--- src/hdl/sha1civ_pkg.sv ---
// Shared types, constants and round functions for the SHA-1 core with
// programmable initial chaining words. No dependencies.
package sha1civ_pkg;

   // Reset values of the initial chaining words
   localparam logic [31:0] IV_A_RESET = 32'h98BADCFE;
   localparam logic [31:0] IV_B_RESET = 32'hC3D2E1F0;
   localparam logic [31:0] IV_C_RESET = 32'h67452301;
   localparam logic [31:0] IV_D_RESET = 32'h10325476;
   localparam logic [31:0] IV_E_RESET = 32'hEFCDAB89;

   // Register indexes on the csr port
   localparam logic [2:0] CSR_INIT_A = 3'd0;
   localparam logic [2:0] CSR_INIT_B = 3'd1;
   localparam logic [2:0] CSR_INIT_C = 3'd2;
   localparam logic [2:0] CSR_INIT_D = 3'd3;
   localparam logic [2:0] CSR_INIT_E = 3'd4;

   // Block geometry and padding
   localparam logic [5:0] BLOCK_LAST = 6'd63;
   localparam logic [5:0] LEN_START  = 6'd56;
   localparam logic [7:0] PAD_MARK   = 8'h80;
   localparam logic [6:0] ROUND_LAST = 7'd79;
   localparam logic [6:0] GRP1_START = 7'd20;
   localparam logic [6:0] GRP2_START = 7'd40;
   localparam logic [6:0] GRP3_START = 7'd60;
   localparam logic [2:0] WORD_LAST  = 3'd4;

   // Round constants
   localparam logic [31:0] K_CH  = 32'h5A827999;
   localparam logic [31:0] K_P1  = 32'h6ED9EBA1;
   localparam logic [31:0] K_MAJ = 32'h8F1BBCDC;
   localparam logic [31:0] K_P2  = 32'hCA62C1D6;

   typedef enum logic [1:0] {
      GRP_CH     = 2'd0,
      GRP_PARITY = 2'd1,
      GRP_MAJ    = 2'd2,
      GRP_LAST   = 2'd3
   } grp_type;

   typedef enum logic [4:0] {
      ST_IDLE  = 5'b00001,
      ST_PAD   = 5'b00010,
      ST_ROUND = 5'b00100,
      ST_ADD   = 5'b01000,
      ST_OUT   = 5'b10000
   } state_type;

   typedef struct packed {
      logic [7:0] data_byte;
      logic       no_byte;
      logic       end_of_message;
   } req_type;

   typedef struct packed {
      logic [31:0] digest_word;
      logic        digest_last;
   } rsp_type;

   typedef logic [4:0][31:0] words5_type;

   // Sequencer to datapath controls
   typedef struct packed {
      logic       byte_en;     // absorb byte_val
      logic [7:0] byte_val;
      logic       word_push;   // byte completes a 32-bit word
      logic       chain_init;  // load chain from initial words
      logic       round_start; // load working vars from chain
      logic       round_en;    // run one round
      grp_type    grp;
      logic       chain_add;   // fold working vars into chain
      logic       chain_shift; // rotate chain for digest output
   } ctrl_type;

   function automatic logic [31:0] round_f(grp_type grp, logic [31:0] b,
                                           logic [31:0] c, logic [31:0] d);
      logic [31:0] r;
      case (grp)
         GRP_CH:  r = (b & c) | (~b & d);
         GRP_MAJ: r = (b & c) | (b & d) | (c & d);
         default: r = b ^ c ^ d;
      endcase
      return r;
   endfunction

   function automatic logic [31:0] round_k(grp_type grp);
      logic [31:0] r;
      case (grp)
         GRP_CH:     r = K_CH;
         GRP_PARITY: r = K_P1;
         GRP_MAJ:    r = K_MAJ;
         default:    r = K_P2;
      endcase
      return r;
   endfunction

endpackage

--- src/hdl/sha1civ_compress.sv ---
// SHA-1 compression datapath: word packer, 16-word schedule shift line,
// one shared round unit and the chaining words. Uses sha1civ_pkg.
module sha1civ_compress (
   input  logic                   clock,
   input  sha1civ_pkg::ctrl_type  ctrl,
   input  sha1civ_pkg::words5_type init_words,
   output logic [31:0]            digest_word
);

   logic [23:0] acc_ff, acc_in;
   logic [15:0][31:0] sched_ff, sched_in;
   logic [31:0] a_ff, b_ff, c_ff, d_ff, e_ff;
   logic [31:0] a_in, b_in, c_in, d_in, e_in;
   logic [4:0][31:0] chain_ff, chain_in;
   logic [31:0] w_new, x_sched, t_sum;

   // Round arithmetic on the shared unit
   always_comb begin
      x_sched = sched_ff[13] ^ sched_ff[8] ^ sched_ff[2] ^ sched_ff[0];
      w_new   = {x_sched[30:0], x_sched[31]};
      t_sum   = {a_ff[26:0], a_ff[31:27]}
              + sha1civ_pkg::round_f(ctrl.grp, b_ff, c_ff, d_ff)
              + e_ff + sha1civ_pkg::round_k(ctrl.grp) + sched_ff[0];
   end

   // Byte packer and schedule line
   always_comb begin
      acc_in   = acc_ff;
      sched_in = sched_ff;
      if (ctrl.byte_en) begin
         acc_in = {acc_ff[15:0], ctrl.byte_val};
      end
      if (ctrl.byte_en && ctrl.word_push) begin
         sched_in = {acc_ff, ctrl.byte_val, sched_ff[15:1]};
      end else if (ctrl.round_en) begin
         sched_in = {w_new, sched_ff[15:1]};
      end
   end

   // Working variables
   always_comb begin
      a_in = a_ff;
      b_in = b_ff;
      c_in = c_ff;
      d_in = d_ff;
      e_in = e_ff;
      if (ctrl.round_start) begin
         a_in = chain_ff[0];
         b_in = chain_ff[1];
         c_in = chain_ff[2];
         d_in = chain_ff[3];
         e_in = chain_ff[4];
      end else if (ctrl.round_en) begin
         a_in = t_sum;
         b_in = a_ff;
         c_in = {b_ff[1:0], b_ff[31:2]};
         d_in = c_ff;
         e_in = d_ff;
      end
   end

   // Chaining words
   always_comb begin
      chain_in = chain_ff;
      if (ctrl.chain_init) begin
         chain_in = init_words;
      end else if (ctrl.chain_add) begin
         chain_in[0] = chain_ff[0] + a_ff;
         chain_in[1] = chain_ff[1] + b_ff;
         chain_in[2] = chain_ff[2] + c_ff;
         chain_in[3] = chain_ff[3] + d_ff;
         chain_in[4] = chain_ff[4] + e_ff;
      end else if (ctrl.chain_shift) begin
         chain_in = {chain_ff[0], chain_ff[4:1]};
      end
   end

   always_ff @(posedge clock) begin
      acc_ff   <= acc_in;
      sched_ff <= sched_in;
      a_ff     <= a_in;
      b_ff     <= b_in;
      c_ff     <= c_in;
      d_ff     <= d_in;
      e_ff     <= e_in;
      chain_ff <= chain_in;
   end

   assign digest_word = chain_ff[0];

endmodule

--- src/hdl/sha1_hash_custom_iv_core.sv ---
// SHA-1 core with programmable initial chaining words: top level with
// sequencer, padding and csr registers. Uses sha1civ_pkg, sha1civ_compress.
//
// Takes a message one byte per item and returns the 160-bit SHA-1 digest as
// five 32-bit words, most significant first, digest_last on the fifth. The
// byte that completes a 64-byte block starts a compression: 80 rounds on the
// single round unit plus one chain update. An end_of_message item is
// followed by padding at one byte per cycle up to the block end, one or two
// compressions, and the five digest words. The csr words init_word_a..e are
// loaded into the chain when a message starts, so a write during a message
// applies from the next one; indexes above 4 are ignored.
module sha1_hash_custom_iv_core (
   input  logic                 clock,
   input  logic                 reset,
   input  logic                 req_valid,
   output logic                 req_stall,
   input  sha1civ_pkg::req_type req_data,
   output logic                 rsp_valid,
   input  logic                 rsp_stall,
   output sha1civ_pkg::rsp_type rsp_data,
   input  logic                 csr_we,
   input  logic [2:0]           csr_index,
   input  logic [31:0]          csr_wdata
);

   sha1civ_pkg::state_type  state_ff, state_in;
   sha1civ_pkg::words5_type init_ff, init_in;
   sha1civ_pkg::ctrl_type   ctrl;
   logic [5:0]  idx_ff, idx_in;
   logic [6:0]  rnd_ff, rnd_in;
   logic [2:0]  out_ff, out_in;
   logic [63:0] len_ff, len_in, len_sh;
   logic        open_ff, open_in;
   logic        fin_ff, fin_in;
   logic        mark_ff, mark_in;
   logic        wrap_ff, wrap_in;
   logic        lastblk_ff, lastblk_in;
   logic        accept, has_byte, pad_len;
   logic [31:0] digest_word;

   assign req_stall = (state_ff != sha1civ_pkg::ST_IDLE);
   assign accept    = req_valid && !req_stall;
   assign has_byte  = !req_data.no_byte;
   assign rsp_valid = (state_ff == sha1civ_pkg::ST_OUT);
   assign rsp_data.digest_word = digest_word;
   assign rsp_data.digest_last = (out_ff == sha1civ_pkg::WORD_LAST);

   // Length byte for the current block position, most significant first
   assign len_sh  = len_ff >> {3'(~idx_ff[2:0]), 3'b000};
   assign pad_len = mark_ff && (idx_ff >= sha1civ_pkg::LEN_START) && !wrap_ff;

   // csr registers
   always_comb begin
      init_in = init_ff;
      if (csr_we) begin
         case (csr_index)
            sha1civ_pkg::CSR_INIT_A: init_in[0] = csr_wdata;
            sha1civ_pkg::CSR_INIT_B: init_in[1] = csr_wdata;
            sha1civ_pkg::CSR_INIT_C: init_in[2] = csr_wdata;
            sha1civ_pkg::CSR_INIT_D: init_in[3] = csr_wdata;
            sha1civ_pkg::CSR_INIT_E: init_in[4] = csr_wdata;
            default: ;
         endcase
      end
   end

   // Sequencer
   always_comb begin
      state_in   = state_ff;
      idx_in     = idx_ff;
      rnd_in     = rnd_ff;
      out_in     = out_ff;
      len_in     = len_ff;
      open_in    = open_ff;
      fin_in     = fin_ff;
      mark_in    = mark_ff;
      wrap_in    = wrap_ff;
      lastblk_in = lastblk_ff;
      ctrl       = '0;

      if (rnd_ff < sha1civ_pkg::GRP1_START) begin
         ctrl.grp = sha1civ_pkg::GRP_CH;
      end else if (rnd_ff < sha1civ_pkg::GRP2_START) begin
         ctrl.grp = sha1civ_pkg::GRP_PARITY;
      end else if (rnd_ff < sha1civ_pkg::GRP3_START) begin
         ctrl.grp = sha1civ_pkg::GRP_MAJ;
      end else begin
         ctrl.grp = sha1civ_pkg::GRP_LAST;
      end

      case (state_ff)
         sha1civ_pkg::ST_IDLE: begin
            if (accept && (has_byte || req_data.end_of_message)) begin
               if (!open_ff) begin
                  ctrl.chain_init = 1'b1;
                  open_in = 1'b1;
                  len_in  = '0;
               end
               if (has_byte) begin
                  ctrl.byte_en   = 1'b1;
                  ctrl.byte_val  = req_data.data_byte;
                  ctrl.word_push = (idx_ff[1:0] == 2'b11);
                  idx_in = idx_ff + 6'd1;
                  len_in = (open_ff ? len_ff : 64'd0) + 64'd8;
               end
               fin_in = req_data.end_of_message;
               if (has_byte && idx_ff == sha1civ_pkg::BLOCK_LAST) begin
                  ctrl.round_start = 1'b1;
                  rnd_in   = '0;
                  state_in = sha1civ_pkg::ST_ROUND;
               end else if (req_data.end_of_message) begin
                  state_in = sha1civ_pkg::ST_PAD;
               end
            end
         end
         sha1civ_pkg::ST_PAD: begin
            // one pad byte per cycle: marker, zeros, then the bit length
            ctrl.byte_en   = 1'b1;
            ctrl.word_push = (idx_ff[1:0] == 2'b11);
            if (!mark_ff) begin
               ctrl.byte_val = sha1civ_pkg::PAD_MARK;
            end else if (pad_len) begin
               ctrl.byte_val = len_sh[7:0];
            end else begin
               ctrl.byte_val = 8'h00;
            end
            mark_in = 1'b1;
            idx_in  = idx_ff + 6'd1;
            if (!mark_ff && idx_ff >= sha1civ_pkg::LEN_START) begin
               wrap_in = 1'b1;
            end
            if (idx_ff == sha1civ_pkg::BLOCK_LAST) begin
               wrap_in          = 1'b0;
               lastblk_in       = pad_len;
               ctrl.round_start = 1'b1;
               rnd_in           = '0;
               state_in         = sha1civ_pkg::ST_ROUND;
            end
         end
         sha1civ_pkg::ST_ROUND: begin
            ctrl.round_en = 1'b1;
            rnd_in = rnd_ff + 7'd1;
            if (rnd_ff == sha1civ_pkg::ROUND_LAST) begin
               state_in = sha1civ_pkg::ST_ADD;
            end
         end
         sha1civ_pkg::ST_ADD: begin
            ctrl.chain_add = 1'b1;
            if (!fin_ff) begin
               state_in = sha1civ_pkg::ST_IDLE;
            end else if (lastblk_ff) begin
               out_in   = '0;
               state_in = sha1civ_pkg::ST_OUT;
            end else begin
               state_in = sha1civ_pkg::ST_PAD;
            end
         end
         sha1civ_pkg::ST_OUT: begin
            if (!rsp_stall) begin
               ctrl.chain_shift = 1'b1;
               out_in = out_ff + 3'd1;
               if (out_ff == sha1civ_pkg::WORD_LAST) begin
                  open_in    = 1'b0;
                  fin_in     = 1'b0;
                  mark_in    = 1'b0;
                  lastblk_in = 1'b0;
                  len_in     = '0;
                  state_in   = sha1civ_pkg::ST_IDLE;
               end
            end
         end
         default: begin
            state_in = sha1civ_pkg::ST_IDLE;
         end
      endcase
   end

   always_ff @(posedge clock) begin
      if (reset) begin
         state_ff   <= sha1civ_pkg::ST_IDLE;
         init_ff    <= {sha1civ_pkg::IV_E_RESET, sha1civ_pkg::IV_D_RESET,
                        sha1civ_pkg::IV_C_RESET, sha1civ_pkg::IV_B_RESET,
                        sha1civ_pkg::IV_A_RESET};
         idx_ff     <= '0;
         rnd_ff     <= '0;
         out_ff     <= '0;
         len_ff     <= '0;
         open_ff    <= 1'b0;
         fin_ff     <= 1'b0;
         mark_ff    <= 1'b0;
         wrap_ff    <= 1'b0;
         lastblk_ff <= 1'b0;
      end else begin
         state_ff   <= state_in;
         init_ff    <= init_in;
         idx_ff     <= idx_in;
         rnd_ff     <= rnd_in;
         out_ff     <= out_in;
         len_ff     <= len_in;
         open_ff    <= open_in;
         fin_ff     <= fin_in;
         mark_ff    <= mark_in;
         wrap_ff    <= wrap_in;
         lastblk_ff <= lastblk_in;
      end
   end

   sha1civ_compress u_compress (
      .clock       (clock),
      .ctrl        (ctrl),
      .init_words  (init_ff),
      .digest_word (digest_word)
   );

   // A block compression starts only when the last byte of a block goes in
   a_round_start: assert property (@(posedge clock) disable iff (reset)
      ctrl.round_start |-> ctrl.byte_en && idx_ff == sha1civ_pkg::BLOCK_LAST)
      else $error("compression started off a block boundary");

   // Digest output only after the final padded block, with the block empty
   a_out_block: assert property (@(posedge clock) disable iff (reset)
      rsp_valid |-> fin_ff && open_ff && lastblk_ff && idx_ff == 6'd0)
      else $error("digest output without a finished message");

   // The round counter never runs past the last round
   a_round_cnt: assert property (@(posedge clock) disable iff (reset)
      state_ff == sha1civ_pkg::ST_ROUND |-> rnd_ff <= sha1civ_pkg::ROUND_LAST)
      else $error("round counter overran");

   // After the last digest word is taken the block is idle and closed
   a_out_done: assert property (@(posedge clock) disable iff (reset)
      rsp_valid && !rsp_stall && rsp_data.digest_last |=> !rsp_valid && !open_ff)
      else $error("message not closed after last digest word");

   // Padding never starts with the length bytes before the marker byte
   a_pad_order: assert property (@(posedge clock) disable iff (reset)
      pad_len |-> mark_ff && !wrap_ff)
      else $error("length bytes before pad marker");

endmodule

--- config.mk ---
export PLATFORM = sky130hd
export DESIGN_NAME = sha1_hash_custom_iv_core
export DESIGN_NICKNAME = d
export VERILOG_FILES = /design/src/hdl/sha1civ_pkg.sv /design/src/hdl/sha1civ_compress.sv /design/src/hdl/sha1_hash_custom_iv_core.sv
export SDC_FILE = /design/constraint.sdc
export NUM_CORES = 2
export LEC_CHECK = 0
export ABC_AREA = 1
export BUFFER_PORTS_ARGS = -buffer_cell sky130_fd_sc_hd__buf_4
export CELL_PAD_IN_SITES_DETAIL_PLACEMENT = 0
export CELL_PAD_IN_SITES_GLOBAL_PLACEMENT = 1
export CORE_ASPECT_RATIO = 1.5
export CORE_MARGIN = 3
export CORE_UTILIZATION = 40
export DETAILED_ROUTE_END_ITERATION = 10
export HOLD_SLACK_MARGIN = 0.02
export PLACE_DENSITY_LB_ADDON = 0.05
export SETUP_SLACK_MARGIN = 0.3
export SYNTH_ARGS = -nofsm -noshare
export SYNTH_HDL_FRONTEND = slang
export SYNTH_SLANG_ARGS = --single-unit
--- constraint.sdc ---
create_clock -name clock -period 36.1 [get_ports clock]
set_input_delay 10.83 -clock clock [delete_from_list [all_inputs] [get_ports clock]]
set_output_delay 10.83 -clock clock [all_outputs]
set_load 0.02 [all_outputs]
After elaboration in Yosys (flattened, before gate mapping)

Cells that the tools add are included.
Widths: inputs -> output; s select.

Output and inout bits: 35
Input bits: 50
Register bits after elaboration: 1,106
Logic and storage cells: 208

Muxes and demuxes: 72
Reductions and logical operators: 36
Bitwise gates (word level): 14
Order comparisons: 4
Add/sub/neg operators: 13
Eq/ne operators: 26
Shift-type cells: 1

Operator list:

| operator              | number |
|---|---|
| $mux 512              | 2 |
| $mux 160              | 3 |
| $mux 32               | 10 |
| $mux 64               | 5 |
| $add 32x32->32        | 9 |
| $xor 32x32->32        | 5 |
| $and 32x32->32        | 4 |
| $pmux 64 s2           | 1 |
| $or 32x32->32         | 3 |
| $pmux 32 s3           | 1 |
| $add 64x4->64 const B | 1 |
| $pmux 32 s2           | 1 |
| $shr 64x6->8          | 1 |
| $mux 5                | 9 |
| $not 32->32           | 1 |
| $pmux 5 s5            | 1 |
| $mux 7                | 3 |
| $pmux 7 s3            | 1 |
| $pmux 10 s2           | 1 |
| $mux 1                | 16 |
| $mux 8                | 2 |
| $ne 2x2->1 const B    | 8 |
| $reduce_and 4->1      | 4 |
| $lt 7x6->1 const B    | 2 |
| other kinds (39)      | 72 |

Longest topological paths before layout

Word-level depth: 12
Depth in mapped cells: 29
Gate-level depth less buffers: 28

Modules after synthesis

From an unflattened synthesis, not the netlist that was laid out.

Cells, all modules: 7,551
Area, all modules: 62,716.4 um^2

Modules (own cells, without submodules):

| module                   | sequential area each (um^2) | area an instance (um^2) | instances | cells each |
|---|---|---|---|---|
| sha1civ_compress         | 25,704.7                    | 50,509.7                | 1         | 5,729 |
| sha1_hash_custom_iv_core | 4,944.7                     | 12,206.7                | 1         | 1,822 |

Least setup slack after synthesis

OpenSTA, ideal clock, no wires.

Path kind: input to register
Start point: input req_data[1] (netlist bit)
End point: register u_compress.sched_ff[0] (netlist bit) (enable)
Data required time: 32.442 ns
Library setup time: 3.658 ns
Slack: 12.280 ns
Data arrival time: 20.162 ns
Buffers on the path: 1
Stages: 6
Cell sequence: buf_2 > inv_2 > nand2_1 > nand2_1 > nand2_1 > nand2_1

RTL lines:

| element              | RTL line                       | text |
|---|---|---|
| from (decl)          | sha1_hash_custom_iv_core.sv:17 | `input sha1civ_pkg::req_type req_data,` |
| to (signal assigned) | sha1civ_compress.sv:80         | `sched_ff <= sched_in;` |
| to (decl)            | sha1civ_compress.sv:11         | `logic [15:0][31:0] sched_ff, sched_in;` |

==> impl_metrics.csv <==
group,metric,value,unit
status,status,"finished, final reports clean",
global_route,grt_usage,0.311,
setup_path,path_class,"in -> reg",
global_route,globalRouteOverflowTotal,0,
sta,layout_worst_path_cycle_share,0.434,
sta,rsz0062_at_grt,"false",
synthesis,yosysWarnings,0,
layout,drive_gt1_frac,0.0509,
synthesis,ys_ff_latch,1103,
global_route,grt_antenna_before_repair,9,
synthesis,ys.flop_type,"edfxtp_1",
power_and_ir_drop,p_int,2740,uW
run,cap_violations,0,
setup_path,worstPathArrival,16.05,ns
layout,multi_input_area,26100,sq um
synthesis,async_flop_share,0,
clocking,insertion_delay,0.80,ns
synthesis,synth_area_per_cell,8.61,sq um
placed_design,port_buffers,84,
power_and_ir_drop,combPwrFrac,0.349,
setup_path,cp-end-kind,"flop",
sta,fin_setup_tns,0,ns
global_route,grt_first_pass_wirelength,350000,um
clocking,cts_buffers,110,
layout,regArea,30700,sq um
synthesis,ys_types,54,
detailed_routing,dr.pass1.iters,5,
clocking,cts.repair.resized,0,
power_and_ir_drop,p_per_area,68.5,nW/um^2
sta,slew_headroom,0.0712,
layout,utilization,0.445,
sta,finalHoldViolCount,0,
placed_design,place_inst,8987,
die,core_area,151000,sq um
detailed_routing,route.detailed.drc,0,
min_path,hp-class,"reg -> reg",
layout,fin_area,67100,sq um
detailed_routing,via_per_inst,5.37,
detailed_routing,ant_nets,0,
setup_path,critPathLaunchType,"input pin",
sta,fmax,63.8,MHz
setup_path,critical_path_required,36.48,ns
die,num_rows,174,
sta,finalSetupViolCount,0,
power_and_ir_drop,fin_total_pwr,4600,uW
die,dieHeight,484,um
synthesis,synth_common_cells,"1957 x nand2_1, 856 x edfxtp_1, 815 x inv_1",
clocking,path_clk_slew,0.06,ns
clocking,cts_setup_buffers,0,
detailed_routing,wirelength,250000,um
detailed_routing,avgRoutedWirePerCell,27.1,um
power_and_ir_drop,leakagePower,0.0274,uW
synthesis,synthCells,7084,
clocking,cts_buffer_depth,3,
die,die_width,325,um
detailed_routing,vias,49400,
clocking,ctsHoldBuffers,0,
clocking,cts-root-buf,"clkbuf_16",
sta,clock_skew,0.0821,ns
synthesis,synth.area.top_cells,"edfxtp_1 42%, nand2_1 12%, dfxtp_1 8.1%, inv_1 5.0%, o21ai_0 4.8%",
setup_path,cp_max_fo,85,
die,start_util,0.405,
sta,drv_slew,0,
placed_design,gp_congestion,1.05,
synthesis,netlist_area,61000,sq um
clocking,numClockSinks,1103,
placed_design,dp.final_hpwl,191000,um
synthesis,synth_seq_area_share,0.503,
power_and_ir_drop,power_frac_seq,0.390,
synthesis,synth_top_area_frac,0.421,
sta,min_period,15.67,ns
synthesis,synth_nets,7462,
power_and_ir_drop,swShare,0.405,
power_and_ir_drop,power.share.clock,0.261,
synthesis,synth_area_leader_cell,"edfxtp_1",
die,io_pins,85,
global_route,grt_pass1_vias,49000,
sta,worstMarginPinSlew,1.38,ns
layout,layout.nets,7453,
clocking,htreeDepth,3,
detailed_routing,drt-initial-drc-count,3805,
power_and_ir_drop,ir_drop,0.0426,mV
die,die_area,157000,sq um
layout,nFillCells,15300,
synthesis,synth_edf_count,856,
power_and_ir_drop,p_sw,1860,uW
clocking,cts_tree,"yes",
placed_design,place_area,63400,sq um
layout,layout.cells.non_filler,9201,
global_route,grt_max_degree,130,
synthesis,synth_most_common_cell,"nand2_1",
layout,area_growth,10.0,%
logic make-up (layout without fill, tap and decap cells):
logic type / after synthesis / in the layout / synth area share
fa+ha+maj: 328 / 328 / 0.0827
xor+xnor: 175 / 175 / 0.0251
compound gates: 1136 / 1136 / 0.0999
buf+inv: 1072 / 1159 / 0.0706
other cells: 0 / 6 / 0
mux: 2 / 2 / 0.000369
flops: 1103 / 1103 / 0.503
simple gates: 3268 / 3268 / 0.219
worst paths after layout:
path	from	end	slack (ns)	cells past startpoint
min reg2reg	u_compress.sched_ff[114]$_DFFE_PP_	u_compress.sched_ff[82]$_DFFE_PP_	0.38	0
max	req_data[1]	u_compress.sched_ff[212]$_DFFE_PP_	20.43	11
max reg2reg	rnd_ff[5]$_SDFFE_PP0P_	u_compress.a_ff[26]$_DFFE_PP_	29.47	25
min	u_compress.sched_ff[114]$_DFFE_PP_	u_compress.sched_ff[82]$_DFFE_PP_	0.38	0
final cells by class:
class / count / share of cell area
flip-flops and latches: 1103 / 0.457
multi-input cells: 4909 / 0.389
inverters: 824 / 0.0462
clock buffers: 141 / 0.0443
well taps: 2024 / 0.0377
repair buffers: 127 / 0.0148
clock inverters: 67 / 0.0110
diodes: 6 / 0.000224
per-stage QoR:
step | hold WS [ns] | worst slack, ns
after floorplan | 0.400 | 12.28
after global placement | 0.400 | 19.69
after detailed placement | 0.405 | 19.52
after CTS | 0.377 | 20.41
after global routing | 0.403 | 19.97
final | 0.375 | 20.43
flip-flops by register name (all words and copies together) (netlist names), 7 cells and up:
register / flops
u_compress.d_ff: 32
u_compress.acc_ff: 24
u_compress.e_ff: 32
u_compress.chain_ff: 128
u_compress.c_ff: 32
u_compress.sched_ff: 512
rnd_ff: 7
init_ff: 160
u_compress.digest_word: 32
u_compress.a_ff: 32
len_ff: 61
u_compress.b_ff: 32
worst max-delay path, cell delays in order:
cell and delay [ns]:
buf_4 0.22, inv_2 0.09, nand2_1 0.12, nand2_1 0.09, buf_4 0.40, nand2_1 0.21
nand2_4 0.50, buf_4 0.81, buf_4 0.71, buf_4 0.85, buf_4 0.91
power by group through the flow:
stage / logic (uW) / clock network (uW) / registers, uW
final: 1600 / 1200 / 1800
after global routing: 1770 / 1280 / 1800
after CTS: 1590 / 1230 / 1790
after detailed placement: 1580 / 0 / 1820
after global placement: 1570 / 0 / 1820
after floorplan: 1060 / 0 / 1730
placed cells by master (no fill, tap or decap), types with 13 or more instances in the layout:
| cell type | count |
|---|---|
| nor3_1 | 42 |
| a22oi_1 | 28 |
| inv_1 | 809 |
| o211ai_1 | 31 |
| a21oi_1 | 348 |
| xor2_1 | 45 |
| nand2_1 | 1952 |
| nand3_1 | 436 |
| clkinv_1 | 20 |
| a21boi_0 | 18 |
| xnor2_1 | 130 |
| o21ai_0 | 583 |
| o21ai_1 | 29 |
| clkinv_2 | 20 |
| nand4_1 | 82 |
| clkbuf_1 | 22 |
| nor2_1 | 664 |
| a31oi_1 | 23 |
| ha_1 | 203 |
| o21bai_1 | 32 |
| clkbuf_16 | 111 |
| edfxtp_1 | 856 |
| nand3b_1 | 14 |
| nor2_2 | 20 |
| buf_4 | 124 |
| fa_1 | 125 |
| or2_2 | 13 |
| dfxtp_1 | 246 |
metal layers:
layer | track usage | up-vias | wire, um | share of wire
met5 | 0 | - | 13 | 0.000052
met1 | 0.334 | 24000 | 91000 | 0.36
met2 | 0.553 | 1401 | 125000 | 0.50
li1 | - | 23500 | - | -
met4 | 0.247 | 2 | 23600 | 0.095
met3 | 0.0369 | 540 | 9520 | 0.038
Note: power is estimated with default switching activity, not from simulation.
